--- config.mk ---
export PLATFORM = sky130hd
export DESIGN_NAME = rrf_ctrl
export DESIGN_NICKNAME = d
export VERILOG_FILES = /design/src/rtl/rrf_pkg.sv /design/src/rtl/rrf_ctrl.sv
export VERILOG_INCLUDE_DIRS = /design/src /design/src/rtl
export SDC_FILE = /design/constraint.sdc
export NUM_CORES = 1
export LEC_CHECK = 0
export BUFFER_PORTS_ARGS = -buffer_cell sky130_fd_sc_hd__buf_4
export CAP_MARGIN = 20
export CORE_AREA = 2 2 39 41
export DETAILED_ROUTE_END_ITERATION = 8
export DIE_AREA = 0 0 41 43
export PLACE_DENSITY = 0.76
export RECOVER_POWER = 25
export SETUP_SLACK_MARGIN = 0.1
export SYNTH_ARGS = -nofsm -noshare
export SYNTH_HDL_FRONTEND = slang
export SYNTH_SLANG_ARGS = --single-unit
--- constraint.sdc ---
create_clock -name clk -period 4.8 [get_ports clk]
set_clock_uncertainty 0.2 [all_clocks]
set_input_delay 0.24 -clock clk [delete_from_list [all_inputs] [get_ports clk]]
set_output_delay 0.24 -clock clk [all_outputs]
set_load 0.005 [all_outputs]
--- src/rtl/assert_macros.svh ---
// ----------------------------------------------------------------------------
// assertion macros for the report ring
// concurrent checks clocked on clk, held off while arst_n is low
// ----------------------------------------------------------------------------
`ifndef ASSERT_MACROS_SVH
`define ASSERT_MACROS_SVH

`ifndef SYNTHESIS

// property must hold at every clock edge out of reset
`define RRF_ASSERT(lbl, prop) \
	lbl: assert property (@(posedge clk) disable iff (!arst_n) prop) \
		else $error("rrf assertion failed");

// condition must never be true at a clock edge out of reset
`define RRF_NEVER(lbl, cond) \
	lbl: assert property (@(posedge clk) disable iff (!arst_n) !(cond)) \
		else $error("rrf forbidden condition seen");

`else

`define RRF_ASSERT(lbl, prop)
`define RRF_NEVER(lbl, cond)

`endif

`endif

--- src/rtl/rrf_pkg.sv ---
`timescale 1ns / 1ps
// ----------------------------------------------------------------------------
// rrf_pkg
// shared constants, codes and controller/datapath interface types
// ----------------------------------------------------------------------------
package rrf_pkg;

	// ring geometry
	localparam int RING_BYTES = 8192;
	localparam int PTR_W      = $clog2(RING_BYTES);
	localparam int CNT_W      = $clog2(RING_BYTES + 1);

	// request codes
	localparam logic [1:0] FUNC_BEGIN = 2'd0;
	localparam logic [1:0] FUNC_DATA  = 2'd1;
	localparam logic [1:0] FUNC_READ  = 2'd2;
	localparam logic [1:0] FUNC_CLEAR = 2'd3;

	// result status codes
	localparam logic [2:0] STAT_OK         = 3'd0;
	localparam logic [2:0] STAT_EMPTY      = 3'd1;
	localparam logic [2:0] STAT_BAD_LEN    = 3'd2;
	localparam logic [2:0] STAT_NO_OPEN    = 3'd3;
	localparam logic [2:0] STAT_UNFINISHED = 3'd4;

	// amount released at the read side
	localparam logic [1:0] CONS_NONE = 2'd0;
	localparam logic [1:0] CONS_ONE  = 2'd1;
	localparam logic [1:0] CONS_PART = 2'd2;
	localparam logic [1:0] CONS_HDR  = 2'd3;

	// update of the bytes left in the report being read
	localparam logic [1:0] RBL_HOLD = 2'd0;
	localparam logic [1:0] RBL_ZERO = 2'd1;
	localparam logic [1:0] RBL_PART = 2'd2;
	localparam logic [1:0] RBL_HDR  = 2'd3;

	// controller to datapath commands
	typedef struct packed {
		logic       load_in;
		logic       clear;
		logic       wr_en;
		logic       wr_hdr;
		logic [1:0] cons;
		logic [1:0] rbl_op;
		logic       res_load;
		logic [2:0] res_status;
		logic       set_drop;
		logic       cap_byte;
		logic       push;
	} rrf_cmd_t;

	// datapath to controller status
	typedef struct packed {
		logic [1:0] func;
		logic       len_zero;
		logic       wbl_zero;
		logic       fits;
		logic       comm_zero;
		logic       used_zero;
		logic       rbl_zero;
		logic       part_zero;
		logic       hdr_zero;
	} rrf_stat_t;

endpackage

--- src/rtl/rrf_ctrl.sv ---
`timescale 1ns / 1ps
`include "assert_macros.svh"
// ----------------------------------------------------------------------------
// rrf_ctrl
// request sequencer: decodes a request, walks dropped headers, hands results out
// ----------------------------------------------------------------------------
module rrf_ctrl import rrf_pkg::*; (
	input  logic      clk,
	input  logic      arst_n,
	input  logic      in_valid,
	output logic      in_ready,
	output logic      out_valid,
	input  logic      out_ready,
	input  rrf_stat_t stat,
	output rrf_cmd_t  cmd
);

	localparam logic [2:0] S_IDLE  = 3'd0;
	localparam logic [2:0] S_EXEC  = 3'd1;
	localparam logic [2:0] S_CHECK = 3'd2;
	localparam logic [2:0] S_HDR   = 3'd3;
	localparam logic [2:0] S_RHDR  = 3'd4;
	localparam logic [2:0] S_RBYTE = 3'd5;
	localparam logic [2:0] S_FIN   = 3'd6;

	logic [2:0] state_q;
	logic [2:0] state_d;
	logic       out_valid_q;
	logic       push;

	assign in_ready  = (state_q == S_IDLE);
	assign out_valid = out_valid_q;
	assign push      = (state_q == S_FIN) && (!out_valid_q || out_ready);

	// next state and command decode
	always_comb begin
		cmd     = '0;
		state_d = state_q;
		case (state_q)
			S_IDLE: begin
				if (in_valid) begin
					cmd.load_in = 1'b1;
					state_d     = S_EXEC;
				end
			end
			S_EXEC: begin
				state_d = S_FIN;
				case (stat.func)
					FUNC_BEGIN: begin
						if (stat.len_zero) begin
							cmd.res_load   = 1'b1;
							cmd.res_status = STAT_BAD_LEN;
						end else if (!stat.wbl_zero) begin
							cmd.res_load   = 1'b1;
							cmd.res_status = STAT_UNFINISHED;
						end else begin
							// discard the unread rest of a partly read report first
							if (!stat.fits && !stat.rbl_zero) begin
								cmd.cons     = CONS_PART;
								cmd.rbl_op   = RBL_ZERO;
								cmd.set_drop = 1'b1;
							end
							state_d = S_CHECK;
						end
					end
					FUNC_DATA: begin
						if (stat.wbl_zero) begin
							cmd.res_load   = 1'b1;
							cmd.res_status = STAT_NO_OPEN;
						end else begin
							cmd.wr_en = 1'b1;
						end
					end
					FUNC_READ: begin
						if (stat.rbl_zero) begin
							if (stat.comm_zero) begin
								cmd.res_load   = 1'b1;
								cmd.res_status = stat.used_zero ? STAT_EMPTY
								                                : STAT_UNFINISHED;
							end else begin
								// header goes out of the ram, next state sees it
								cmd.cons = CONS_ONE;
								state_d  = S_RHDR;
							end
						end else if (stat.part_zero) begin
							cmd.rbl_op     = RBL_ZERO;
							cmd.res_load   = 1'b1;
							cmd.res_status = STAT_EMPTY;
						end else begin
							cmd.cons   = CONS_ONE;
							cmd.rbl_op = RBL_PART;
							state_d    = S_RBYTE;
						end
					end
					FUNC_CLEAR: begin
						cmd.clear = 1'b1;
					end
					default: begin
						cmd.clear = 1'b1;
					end
				endcase
			end
			S_CHECK: begin
				if (!stat.fits && !stat.comm_zero) begin
					// drop the oldest whole report: header first
					cmd.cons     = CONS_ONE;
					cmd.set_drop = 1'b1;
					state_d      = S_HDR;
				end else begin
					if (stat.fits) begin
						cmd.wr_en  = 1'b1;
						cmd.wr_hdr = 1'b1;
					end
					state_d = S_FIN;
				end
			end
			S_HDR: begin
				// skip the dropped report body
				cmd.cons = CONS_HDR;
				state_d  = S_CHECK;
			end
			S_RHDR: begin
				if (stat.hdr_zero) begin
					cmd.rbl_op     = RBL_ZERO;
					cmd.res_load   = 1'b1;
					cmd.res_status = STAT_EMPTY;
					state_d        = S_FIN;
				end else begin
					cmd.cons   = CONS_ONE;
					cmd.rbl_op = RBL_HDR;
					state_d    = S_RBYTE;
				end
			end
			S_RBYTE: begin
				cmd.cap_byte = 1'b1;
				state_d      = S_FIN;
			end
			S_FIN: begin
				if (push) begin
					state_d = S_IDLE;
				end
			end
			default: begin
				state_d = S_IDLE;
			end
		endcase
		cmd.push = push;
	end

	// state register
	always_ff @(posedge clk or negedge arst_n) begin
		if (!arst_n) begin
			state_q <= S_IDLE;
		end else begin
			state_q <= state_d;
		end
	end

	// output valid flag
	always_ff @(posedge clk or negedge arst_n) begin
		if (!arst_n) begin
			out_valid_q <= 1'b0;
		end else if (push) begin
			out_valid_q <= 1'b1;
		end else if (out_ready) begin
			out_valid_q <= 1'b0;
		end
	end

	// checks
	`RRF_ASSERT(a_accept_to_exec, (in_valid && in_ready) |=> (state_q == S_EXEC))
	`RRF_ASSERT(a_hdr_to_check, (state_q == S_HDR) |=> (state_q == S_CHECK))
	`RRF_ASSERT(a_fin_holds, (state_q == S_FIN && out_valid_q && !out_ready) |=> (state_q == S_FIN))

endmodule

==> results.py, run 1 <==
metrics = {
    "clocking": {
        "numCtsBuffers": 3,
        "cts_tree": "yes",
        "path_clk_slew_ns": 0.04,
        "h-tree-depth": 1,
        "clock_latency_ns": 0.24,
        "numClockSinks": 4,
        "post_cts_resized": 0,
        "post_cts_buffers": 0,
        "clockBufferDepth": 2,
        "root_buffer": "clkbuf_4",
    },
    "logic_synthesis": {
        "syn_inst": 78,
        "yosysWarnings": 0,
        "synth_edf_count": 0,
        "synth.distinct_cells": 38,
        "synth_nets": 92,
        "yosys.area.top_type_share_pct": 16.9,
        "synth_area_sq_um": 593,
        "seq_area_frac_synth_pct": 16.9,
        "async_flop_share_pct": 100,
        "synthTopCellsByArea": "dfrtp_1 17%, nor2_1 5.7%, o41ai_4 4.6%",
        "yosys.area.top_type": "dfrtp_1",
        "synth_seq_cells": 4,
        "ys.flop_type": "dfrtp_1",
        "syn_avg_cell_area_sq_um": 7.60,
    },
    "setup_path": {
        "crit_path_end_kind": "primary output",
        "path_class": "flip-flop to primary output",
        "crit_slowest_cell": "dfrtp_1",
        "arrival_ns": 1.86,
        "cp_cell_sequence": "nand2b_1 -> or4_1 -> a31oi_1 -> buf_4",
        "critPathLaunchType": "flip-flop",
        "required_ns": 4.36,
        "cp_slowest_stage_delay_ns": 0.52,
        "rrSetupSlack_ns": 3.04,
        "crit_fanout": 17,
        "rr_worst_depth": 3,
    },
    "timing": {
        "layout_min_cycle_time_ns": 2.30,
        "hold_viol": 0,
        "setup_viol": 0,
        "worst_pin_slew_ns": 0.503,
        "drv_slew": 0,
        "fmax_mhz": 435,
        "post-route-period-util_pct": 47.9,
        "tns_ns": 0,
        "rsz0062_at_grt": "no",
        "hold_ws_ns": 0.0913,
        "slew-limit-headroom_pct": 66.4,
    },
    "flow_run": {
        "cap_violations": 0,
    },
    "floorplan": {
        "die_w_microns": 41,
        "dieHeight_microns": 43,
        "coreArea_sq_um": 1380,
        "rows": 14,
        "start_util_pct": 42.9,
        "io_pins": 31,
        "dieArea_sq_um": 1760,
    },
    "layout": {
        "drive_gt1_share_pct": 36.2,
        "antenna_cells": 0,
        "finalNetCount": 121,
        "syn_to_final_growth_pct": 39.5,
        "design_area_sq_um": 827,
        "n_fill_cell": 139,
    },
    "hold_path": {
        "holdCritPathClass": "input pin to flip-flop",
        "hold-path-cell-count": 3,
    },
    "power": {
        "p_per_area_nw_per_um2": 416,
        "total_leakage_power_nw": 0.405,
        "ir_drop_v": 0.000347,
    },
    "status": {
        "status": "completed",
    },
    "placed_design": {
        "gp_congestion": 0.814,
        "io_buffers": 30,
        "dp_hpwl_microns": 1160,
        "place_area_sq_um": 798,
    },
    "grt": {
        "antenna_found_initial": 0,
        "first_global_vias": 572,
        "grt_max_degree": 20,
        "grt_pass1_wl_microns": 2460,
        "track_usage_pct": 19.7,
        "grt-ovfl-total": 0,
    },
    "detailed_routing": {
        "drc_errors": 0,
        "routed_wl_microns": 1580,
        "drtIter0Drc": 16,
        "vias": 657,
        "viasPerCell": 5.43,
        "routedWlPerCell_microns": 13.0,
        "postRouteAntennaNets": 0,
        "drt_first_pass_iters": 4,
    },
}
## layout by cell type, fill, tap and decap left out, types with 2 or more instances in the layout
master and n:
inv_1 3, o22ai_1 2, mux2_2 2, nand2_1 4, nor2_1 9, nor3_1 2, nand2b_1 3, nor4_1 2
buf_4 28, clkbuf_4 4, nor2b_1 4, and3_1 3, dfrtp_1 4, a21oi_1 3, a211oi_1 2, a31oi_1 3
o21ai_0 4, and2_1 3
## sequential cells by signal, indices dropped and copies added, names as in the netlist
signal,flops
out_valid,1
state_q,3
## metrics by stage
| step | std cells | util [%] | power, mW | setup slack, ns |
|---|---|---|---|---|
| CTS | 121 | 60.0 | 0.348 | 2.49 |
| finish | 121 | 59.8 | 0.344 | 2.50 |
| floorplan | 78 | - | 0.230 | 3.07 |
| global route | 121 | 59.8 | 0.379 | 2.34 |
| global placement | 117 | 57.7 | 0.299 | 2.77 |
| detailed placement | 117 | 57.7 | 0.303 | 2.75 |
## worst max-delay path, delay by kind of cell, from the launching register on
| family | cells | cell delay [ns] |
|---|---|---|
| simple gates | 2 | 0.79 |
| flops | 1 | 0.52 |
| compound gates | 1 | 0.18 |
| buf+inv | 1 | 0.14 |
## timing repair
item / in CTS / in global routing
endpoints found under the setup margin: 0 / 0
endpoints found under the hold margin: 4 / 0
hold buffers: 1 / 0
## cells by family (layout without fill, tap and decap cells)
| group | Yosys count | in the layout | synth area share [%] |
|---|---|---|---|
| multiplexers | 3 | 3 | 5.49 |
| AO/OA/AOI/OAI | 21 | 21 | 27.0 |
| AND/OR/NAND/NOR | 40 | 40 | 42.0 |
| buffers and inverters | 10 | 37 | 8.65 |
| flip-flops | 4 | 4 | 16.9 |
## report_power, final
group	total, mW	switching, mW	internal (mW)	leakage, nW
registers	0.0971	0.0477	0.0495	0.0489
clock network	0.0414	0.0135	0.0279	0.0138
logic	0.205	0.0838	0.121	0.342
## cell usage after synthesis, types with 2 or more instances
library cell  n
nor2_1        9
dfrtp_1       4
nand2_1       4
nor2b_1       4
o21ai_0       4
a21oi_1       3
a31oi_1       3
and2_1        3
and3_1        3
clkbuf_1      3
inv_1         3
nand2b_1      3
a211oi_1      2
buf_2         2
mux2_2        2
nor3_1        2
nor4_1        2
o22ai_1       2
## worst paths after layout
check,from,end
worst max register to register,state_q[1],state_q[0]
worst min register to register,out_valid,out_valid
max in group asynchronous,arst_n,state_q[0]
worst min-delay path,stat[0],state_q[1]
worst max-delay path,state_q[2],cmd[6]
min in group asynchronous,arst_n,out_valid
## area by class of cell
type | instances | area [sq um] | share of cell area [%]
Sequential cell | 4 | 100 | 12.1
Inverter | 3 | 11.3 | 1.36
Clock buffer | 3 | 22.5 | 2.72
Timing Repair Buffer | 31 | 231 | 28.0
Tap cell | 16 | 20.0 | 2.42
Multi-Input combinational cell | 64 | 442 | 53.4
## routing by layer
layer	vias up	part of all wire, %	track usage [%]
li1	346	-	-
met1	290	46	27.9
met2	21	48	29.7
met3	0	6.0	6.28
met4	0	0	2.00
met5	-	0	0
Note: power is estimated with default switching activity, not from simulation.
==> run 2, diff against run 1 <==
--- a/config.mk
+++ b/config.mk
@@ -6,12 +6,13 @@
 export SDC_FILE = /design/constraint.sdc
 export NUM_CORES = 1
 export LEC_CHECK = 0
+export ABC_AREA = 1
 export BUFFER_PORTS_ARGS = -buffer_cell sky130_fd_sc_hd__buf_4
 export CAP_MARGIN = 20
 export CORE_AREA = 2 2 39 41
 export DETAILED_ROUTE_END_ITERATION = 8
 export DIE_AREA = 0 0 41 43
-export PLACE_DENSITY = 0.76
+export PLACE_DENSITY = 0.71
 export RECOVER_POWER = 25
 export SETUP_SLACK_MARGIN = 0.1
 export SYNTH_ARGS = -nofsm -noshare
==> constraint.sdc (replaced) <==
create_clock -name clk -period 2.34 [get_ports clk]
set_clock_uncertainty 0.2 [all_clocks]
set_input_delay 0.117 -clock clk [delete_from_list [all_inputs] [get_ports clk]]
set_output_delay 0.117 -clock clk [all_outputs]
set_load 0.005 [all_outputs]
==> run 2 against run 1 <==
Compared with the run above:
- setup slack worse by 2.0 ns
- cell area is 0.30% lower
- combinational power is 110% higher
- routed wire length is 7.9% lower
- critical path depth is 2 higher
- area after synthesis is 11% lower
- synthesized cell count is 28% higher
- flip-flop and latch count stayed put
- first-iteration DRC count is 13% lower
- sequential power is 58% higher
- hold slack worse by 0.046 ns
==> results.py, run 2 <==
metrics = {
    "grt": {
        "use_met1_pct": 21.6,
        "track_usage_pct": 18.6,
        "grt_max_degree": 11,
        "grt_use_met2_pct": 30.9,
        "busiest_layer": "met2",
        "grt-ovfl-total": 0,
        "antenna_found_initial": 0,
        "first_global_vias": 605,
        "use_met3_pct": 3.66,
        "grt_pass1_wl_microns": 2300,
    },
    "power": {
        "p_per_area_nw_per_um2": 821,
        "total_leakage_power_nw": 0.501,
        "clockPowerShare_pct": 13.0,
        "ir_drop_v": 0.000260,
        "total_power_mw": 0.677,
        "switching_share_pct": 45.5,
        "power_switching_mw": 0.308,
        "intPower_mw": 0.369,
        "power_frac_comb_pct": 64.5,
        "seqPwrFrac_pct": 22.5,
    },
    "logic_synthesis": {
        "yosys.area.top_type_share_pct": 19.9,
        "synth_edf_count": 0,
        "yosys.area.top_type": "nand2_1",
        "seq_area_frac_synth_pct": 18.9,
        "syn_inst": 100,
        "synth.distinct_cells": 14,
        "synth_commonest_cells": "28 x nand2_1, 19 x inv_1, 14 x nor2_1",
        "syn_avg_cell_area_sq_um": 5.29,
        "yosysWarnings": 0,
        "synth_area_sq_um": 529,
        "synthTopCellsByArea": "nand2_1 20%, dfrtp_1 19%, inv_1 13%",
        "synth_nets": 114,
        "yosysMostFrequentCell": "nand2_1",
        "synth_seq_cells": 4,
        "ys.flop_type": "dfrtp_1",
        "async_flop_share_pct": 100,
    },
    "clocking": {
        "clock_latency_ns": 0.24,
        "cts_hold_buf": 5,
        "numClockSinks": 4,
        "numCtsBuffers": 3,
        "post_cts_buffers": 0,
        "h-tree-depth": 1,
        "path_clk_slew_ns": 0.04,
        "cts_tree": "yes",
        "clockBufferDepth": 2,
        "root_buffer": "clkbuf_4",
        "post_cts_resized": 0,
    },
    "timing": {
        "slew-limit-headroom_pct": 77.7,
        "post-route-period-util_pct": 80.4,
        "tns_ns": 0,
        "setup_viol": 0,
        "fmax_mhz": 532,
        "drv_slew": 0,
        "hold_viol": 0,
        "layout_min_cycle_time_ns": 1.88,
        "rsz0062_at_grt": "no",
        "worst_pin_slew_ns": 0.334,
    },
    "placed_design": {
        "io_buffers": 30,
        "dp_hpwl_microns": 1200,
        "gp_congestion": 0.831,
    },
    "layout": {
        "antenna_cells": 0,
        "ff_latch_area_sq_um": 100,
        "drive_gt1_share_pct": 28.7,
        "largest_reg_flops": 3,
        "largest-register": "state_q",
        "layout_common_cells": "28 x nand2_1, 28 x buf_4, 19 x inv_1",
        "fin_util_pct": 59.6,
        "finalNetCount": 152,
        "syn_to_final_growth_pct": 55.8,
        "multiInputGateArea_sq_um": 332,
        "n_fill_cell": 152,
    },
    "hold_path": {
        "holdCritPathClass": "input pin to asynchronous set/reset pin",
    },
    "floorplan": {
        "dieHeight_microns": 43,
        "dieArea_sq_um": 1760,
        "coreArea_sq_um": 1380,
        "start_util_pct": 38.2,
        "die_w_microns": 41,
        "rows": 14,
        "io_pins": 31,
    },
    "setup_path": {
        "crit_path_end_kind": "flip-flop",
        "required_ns": 2.31,
        "crit_fanout": 8,
        "critPathLaunchType": "flip-flop",
        "path_class": "flip-flop to flip-flop",
        "arrival_ns": 1.85,
    },
    "detailed_routing": {
        "drt_first_pass_iters": 4,
        "postRouteAntennaNets": 0,
        "routedWlPerCell_microns": 9.55,
        "vias": 722,
        "drtIter0Drc": 14,
        "drc_errors": 0,
        "viasPerCell": 4.75,
        "routed_wl_microns": 1450,
    },
    "flow_run": {
        "cap_violations": 0,
    },
    "status": {
        "status": "completed",
    },
}
## run 2: cell types whose count changed in the layout (fill, tap and decap cells not counted), sizes merged, moves of 3 or more
cell         previous run  this run
nand3                   0        10
and3                    3         0
nand2b                  3         0
and2                    3         0
dlygate4sd3             1         5
nand4                   0         6
nor2                    9        15
inv                     3        21
nor2b                   4         0
a31oi                   3         0
o21ai                   4         7
nand2                   4        32
## run 2: final timing paths
| kind | start | to | slack, ns | cells after the start |
|---|---|---|---|---|
| max in group asynchronous | arst_n | state_q[2] | 1.70 | 2 |
| min in group clk | stat[6] | state_q[2] | 0.09 | 4 |
| max | state_q[2] | state_q[2] | 0.46 | 6 |
| min reg2reg | out_valid | out_valid | 0.36 | 2 |
| max reg2reg | state_q[2] | state_q[2] | 0.46 | 6 |
| min | arst_n | out_valid | 0.05 | 2 |
## run 2: layout make-up
| cell class | count | share of cell area (%) |
|---|---|---|
| Inverter | 21 | 9.56 |
| Multi-Input combinational cell | 73 | 40.2 |
| Clock buffer | 3 | 2.73 |
| Timing Repair Buffer | 35 | 32.9 |
| Tap cell | 16 | 2.43 |
| Sequential cell | 4 | 12.1 |
## run 2: kinds of logic after synthesis
| kind of cell | after synthesis | synth area share [%] |
|---|---|---|
| buffers and inverters | 23 | 18.4 |
| AOI/OAI and AO/OA | 9 | 8.51 |
| and+or+nand+nor | 64 | 54.1 |
| DFF | 4 | 18.9 |
## run 2: metal layers
metal	wire, microns	share of wire, %	vias up
met5	0	0	-
met4	23	1.6	0
met3	70	4.8	4
met2	719	50	21
met1	638	44	312
li1	-	-	385
## run 2: metrics by stage
step | worst slack [ns] | cells | area (sq um) | hold WS (ns)
finish | 0.460 | 152 | 825 | 0.0458
global placement | 0.880 | 144 | 756 | -0.285
floorplan | 1.05 | 100 | 529 | -0.379
global route | 0.380 | 152 | 825 | 0.0718
detailed placement | 0.867 | 144 | 756 | -0.282
CTS | 0.508 | 152 | 828 | 0.0114
## run 2: power groups by stage
stage	logic [mW]	clock network (mW)	registers (mW)
3_3_place_gp	0.419	0	0.147
2_1_floorplan	0.280	0	0.128
4_1_cts	0.440	0.0898	0.150
6_report	0.437	0.0877	0.153
5_1_grt	0.496	0.0956	0.157
3_5_place_dp	0.423	0	0.151
## run 2: critical path: stages, from the launching register on
cell	delay, ns
dfrtp_1	0.49
inv_2	0.11
nand2_2	0.06
nor2_1	0.18
o21ai_0	0.13
dlygate4sd3_1	0.58
nand4_1	0.07
==> run 3, diff against run 2 <==
--- a/config.mk
+++ b/config.mk
@@ -9,10 +9,9 @@
 export ABC_AREA = 1
 export BUFFER_PORTS_ARGS = -buffer_cell sky130_fd_sc_hd__buf_4
 export CAP_MARGIN = 20
-export CORE_AREA = 2 2 39 41
+export CORE_UTILIZATION = 37
 export DETAILED_ROUTE_END_ITERATION = 8
-export DIE_AREA = 0 0 41 43
-export PLACE_DENSITY = 0.71
+export PLACE_DENSITY = 0.69
 export RECOVER_POWER = 25
 export SETUP_SLACK_MARGIN = 0.1
 export SYNTH_ARGS = -nofsm -noshare
==> constraint.sdc (replaced) <==
create_clock -name clk -period 1.6 [get_ports clk]
set_clock_uncertainty 0.2 [all_clocks]
set_input_delay 0.08 -clock clk [delete_from_list [all_inputs] [get_ports clk]]
set_output_delay 0.08 -clock clk [all_outputs]
set_load 0.005 [all_outputs]
==> run 3 against run 2 <==
Compared with the run above:
- cell area rose by 15%
- non-clock buffer count is 9 higher
- clock power up 35%
- setup slack lost 0.43 ns
- first-iteration DRC count increased by 140%
- die area fell by 10%
- flip-flop and latch count did not move
- final cell count increased by 5.9%
- sequential share of layout area shrank 1.3 points
- clock-buffer cell count stayed put
- hold slack gained 0.047 ns
==> results.py, run 3 (synthesized netlist as in run 2, its figures left out) <==
metrics = {
    "status": {
        "status": "completed",
    },
    "setup_path": {
        "critPathLaunchType": "flip-flop",
        "rr_worst_depth": 6,
        "crit_end": "cmd[9]",
        "cp_slowest_stage_delay_ns": 0.45,
        "r2r_end": "state_q[1]",
        "path_class": "flip-flop to primary output",
        "rrSetupSlack_ns": 0.20,
        "arrival_ns": 1.29,
        "crit_fanout": 6,
        "timing.rr.start": "state_q[2]",
        "cp_cell_sequence": "inv_2 -> nand2_4 -> nor2_4 -> nand2_1 -> nand4_1 -> buf_4",
        "cp-startpoint": "state_q[2]",
        "crit_path_end_kind": "primary output",
        "required_ns": 1.32,
        "crit_slowest_cell": "dfrtp_2",
    },
    "layout": {
        "finalNetCount": 162,
        "fin_util_pct": 72.1,
        "final_common_cell": "buf_4",
        "antenna_cells": 0,
        "largest-register": "state_q",
        "syn_to_final_growth_pct": 79.4,
        "drive_gt1_share_pct": 41.8,
        "design_area_sq_um": 950,
        "layout_common_cells": "36 x buf_4, 27 x nand2_1, 17 x inv_1",
        "largest_reg_flops": 3,
    },
    "flow_run": {
        "cap_violations": 0,
    },
    "hold_path": {
        "holdCritPathClass": "input pin to flip-flop",
    },
    "power": {
        "switching_share_pct": 45.0,
        "total_leakage_power_nw": 0.565,
        "clockPowerShare_pct": 9.6,
        "p_per_area_nw_per_um2": 1290,
        "seqPwrFrac_pct": 18.1,
        "intPower_mw": 0.675,
        "power_frac_comb_pct": 72.3,
        "power_switching_mw": 0.552,
        "ir_drop_v": 0.000741,
    },
    "grt": {
        "first_global_vias": 624,
        "antenna_found_initial": 0,
        "grt_max_degree": 7,
        "track_usage_pct": 24.8,
        "grt-ovfl-total": 0,
        "grt_pass1_wl_microns": 2690,
    },
    "timing": {
        "setup_viol": 0,
        "layout_min_cycle_time_ns": 1.57,
        "rsz0062_at_grt": "yes",
        "worst_pin_slew_ns": 0.208,
        "setup_ws_ns": 0.0279,
        "hold_viol": 0,
        "slew-limit-headroom_pct": 86.1,
        "fmax_mhz": 636,
        "drv_slew": 0,
        "hold_ws_ns": 0.0932,
        "post-route-period-util_pct": 98.3,
    },
    "detailed_routing": {
        "postRouteAntennaNets": 0,
        "drc_errors": 0,
        "drtIter0Drc": 34,
        "routedWlPerCell_microns": 10.8,
        "drt_first_pass_iters": 4,
        "viasPerCell": 4.97,
        "routed_wl_microns": 1730,
        "vias": 800,
    },
    "clocking": {
        "clock_latency_ns": 0.23,
        "clockBufferDepth": 2,
        "path_clk_slew_ns": 0.04,
        "numClockSinks": 4,
        "cts_tree": "yes",
        "h-tree-depth": 1,
        "root_buffer": "clkbuf_4",
        "numCtsBuffers": 3,
    },
    "floorplan": {
        "rows": 13,
        "die_w_microns": 39.8,
        "dieHeight_microns": 39.8,
        "io_pins": 31,
        "dieArea_sq_um": 1590,
        "start_util_pct": 40.2,
        "coreArea_sq_um": 1320,
    },
    "placed_design": {
        "io_buffers": 30,
        "gp_congestion": 0.831,
        "pre_cts_ws_ns": 0.175,
        "dp_hpwl_microns": 1120,
        "place_area_sq_um": 754,
    },
}
-- run 3: per-layer routing --
| metal | wire length (microns) | share of wire (%) | global-route usage [%] | vias to the layer above |
|---|---|---|---|---|
| met2 | 796 | 46 | 40.2 | 38 |
| met3 | 118 | 6.8 | 1.70 | 0 |
| met4 | 0 | 0 | 2.59 | 0 |
| met5 | 0 | 0 | 0 | - |
| li1 | - | - | - | 408 |
| met1 | 817 | 47 | 36.3 | 354 |
-- run 3: worst min path at each step --
stage            endpoint    start  cells past startpoint
3_3_place_gp    out_valid   arst_n                      1
6_report       state_q[2]  stat[6]                      4
2_1_floorplan   out_valid   arst_n                      0
5_1_grt        state_q[2]  stat[6]                      4
4_1_cts        state_q[2]  stat[6]                      4
3_5_place_dp    out_valid   arst_n                      1
-- run 3: cell type report --
class	count	area [sq um]
Clock buffer	3	22.5
Fill cell	101	368
Inverter	21	78.8
Multi-Input combinational cell	74	382
Sequential cell	4	103
Tap cell	15	18.8
Timing Repair Buffer	44	345
-- run 3: stage by stage --
step	std cells	TNS (ns)	power (mW)
5_1_grt	161	-0.00583	1.33
3_5_place_dp	143	0	0.831
2_1_floorplan	100	0	0.596
3_3_place_gp	143	0	0.828
6_report	161	0	1.23
4_1_cts	161	0	1.15
-- run 3: repair_timing --
item                       in CTS  in global routing
pin swaps                       1                  2
hold buffers                    6                  0
setup endpoints to repair      13                 16
cloned                          1                  0
hold endpoints to repair        7                  0
buffers inserted                8                  0
gates resized for setup         7                  9
-- run 3: critical path: cells and delay by family, from the launching register on --
family                 cells  cell delay [ns]
DFF                        1             0.45
and+or+nand+nor            4             0.37
buffers and inverters      2             0.23
-- run 3: power by group through the flow --
| stage | logic [mW] | clock network [mW] | registers [mW] |
|---|---|---|---|
| floorplan | 0.409 | 0 | 0.187 |
| CTS | 0.814 | 0.123 | 0.215 |
| global route | 0.971 | 0.135 | 0.227 |
| global placement | 0.609 | 0 | 0.219 |
| finish | 0.887 | 0.118 | 0.222 |
| detailed placement | 0.611 | 0 | 0.220 |
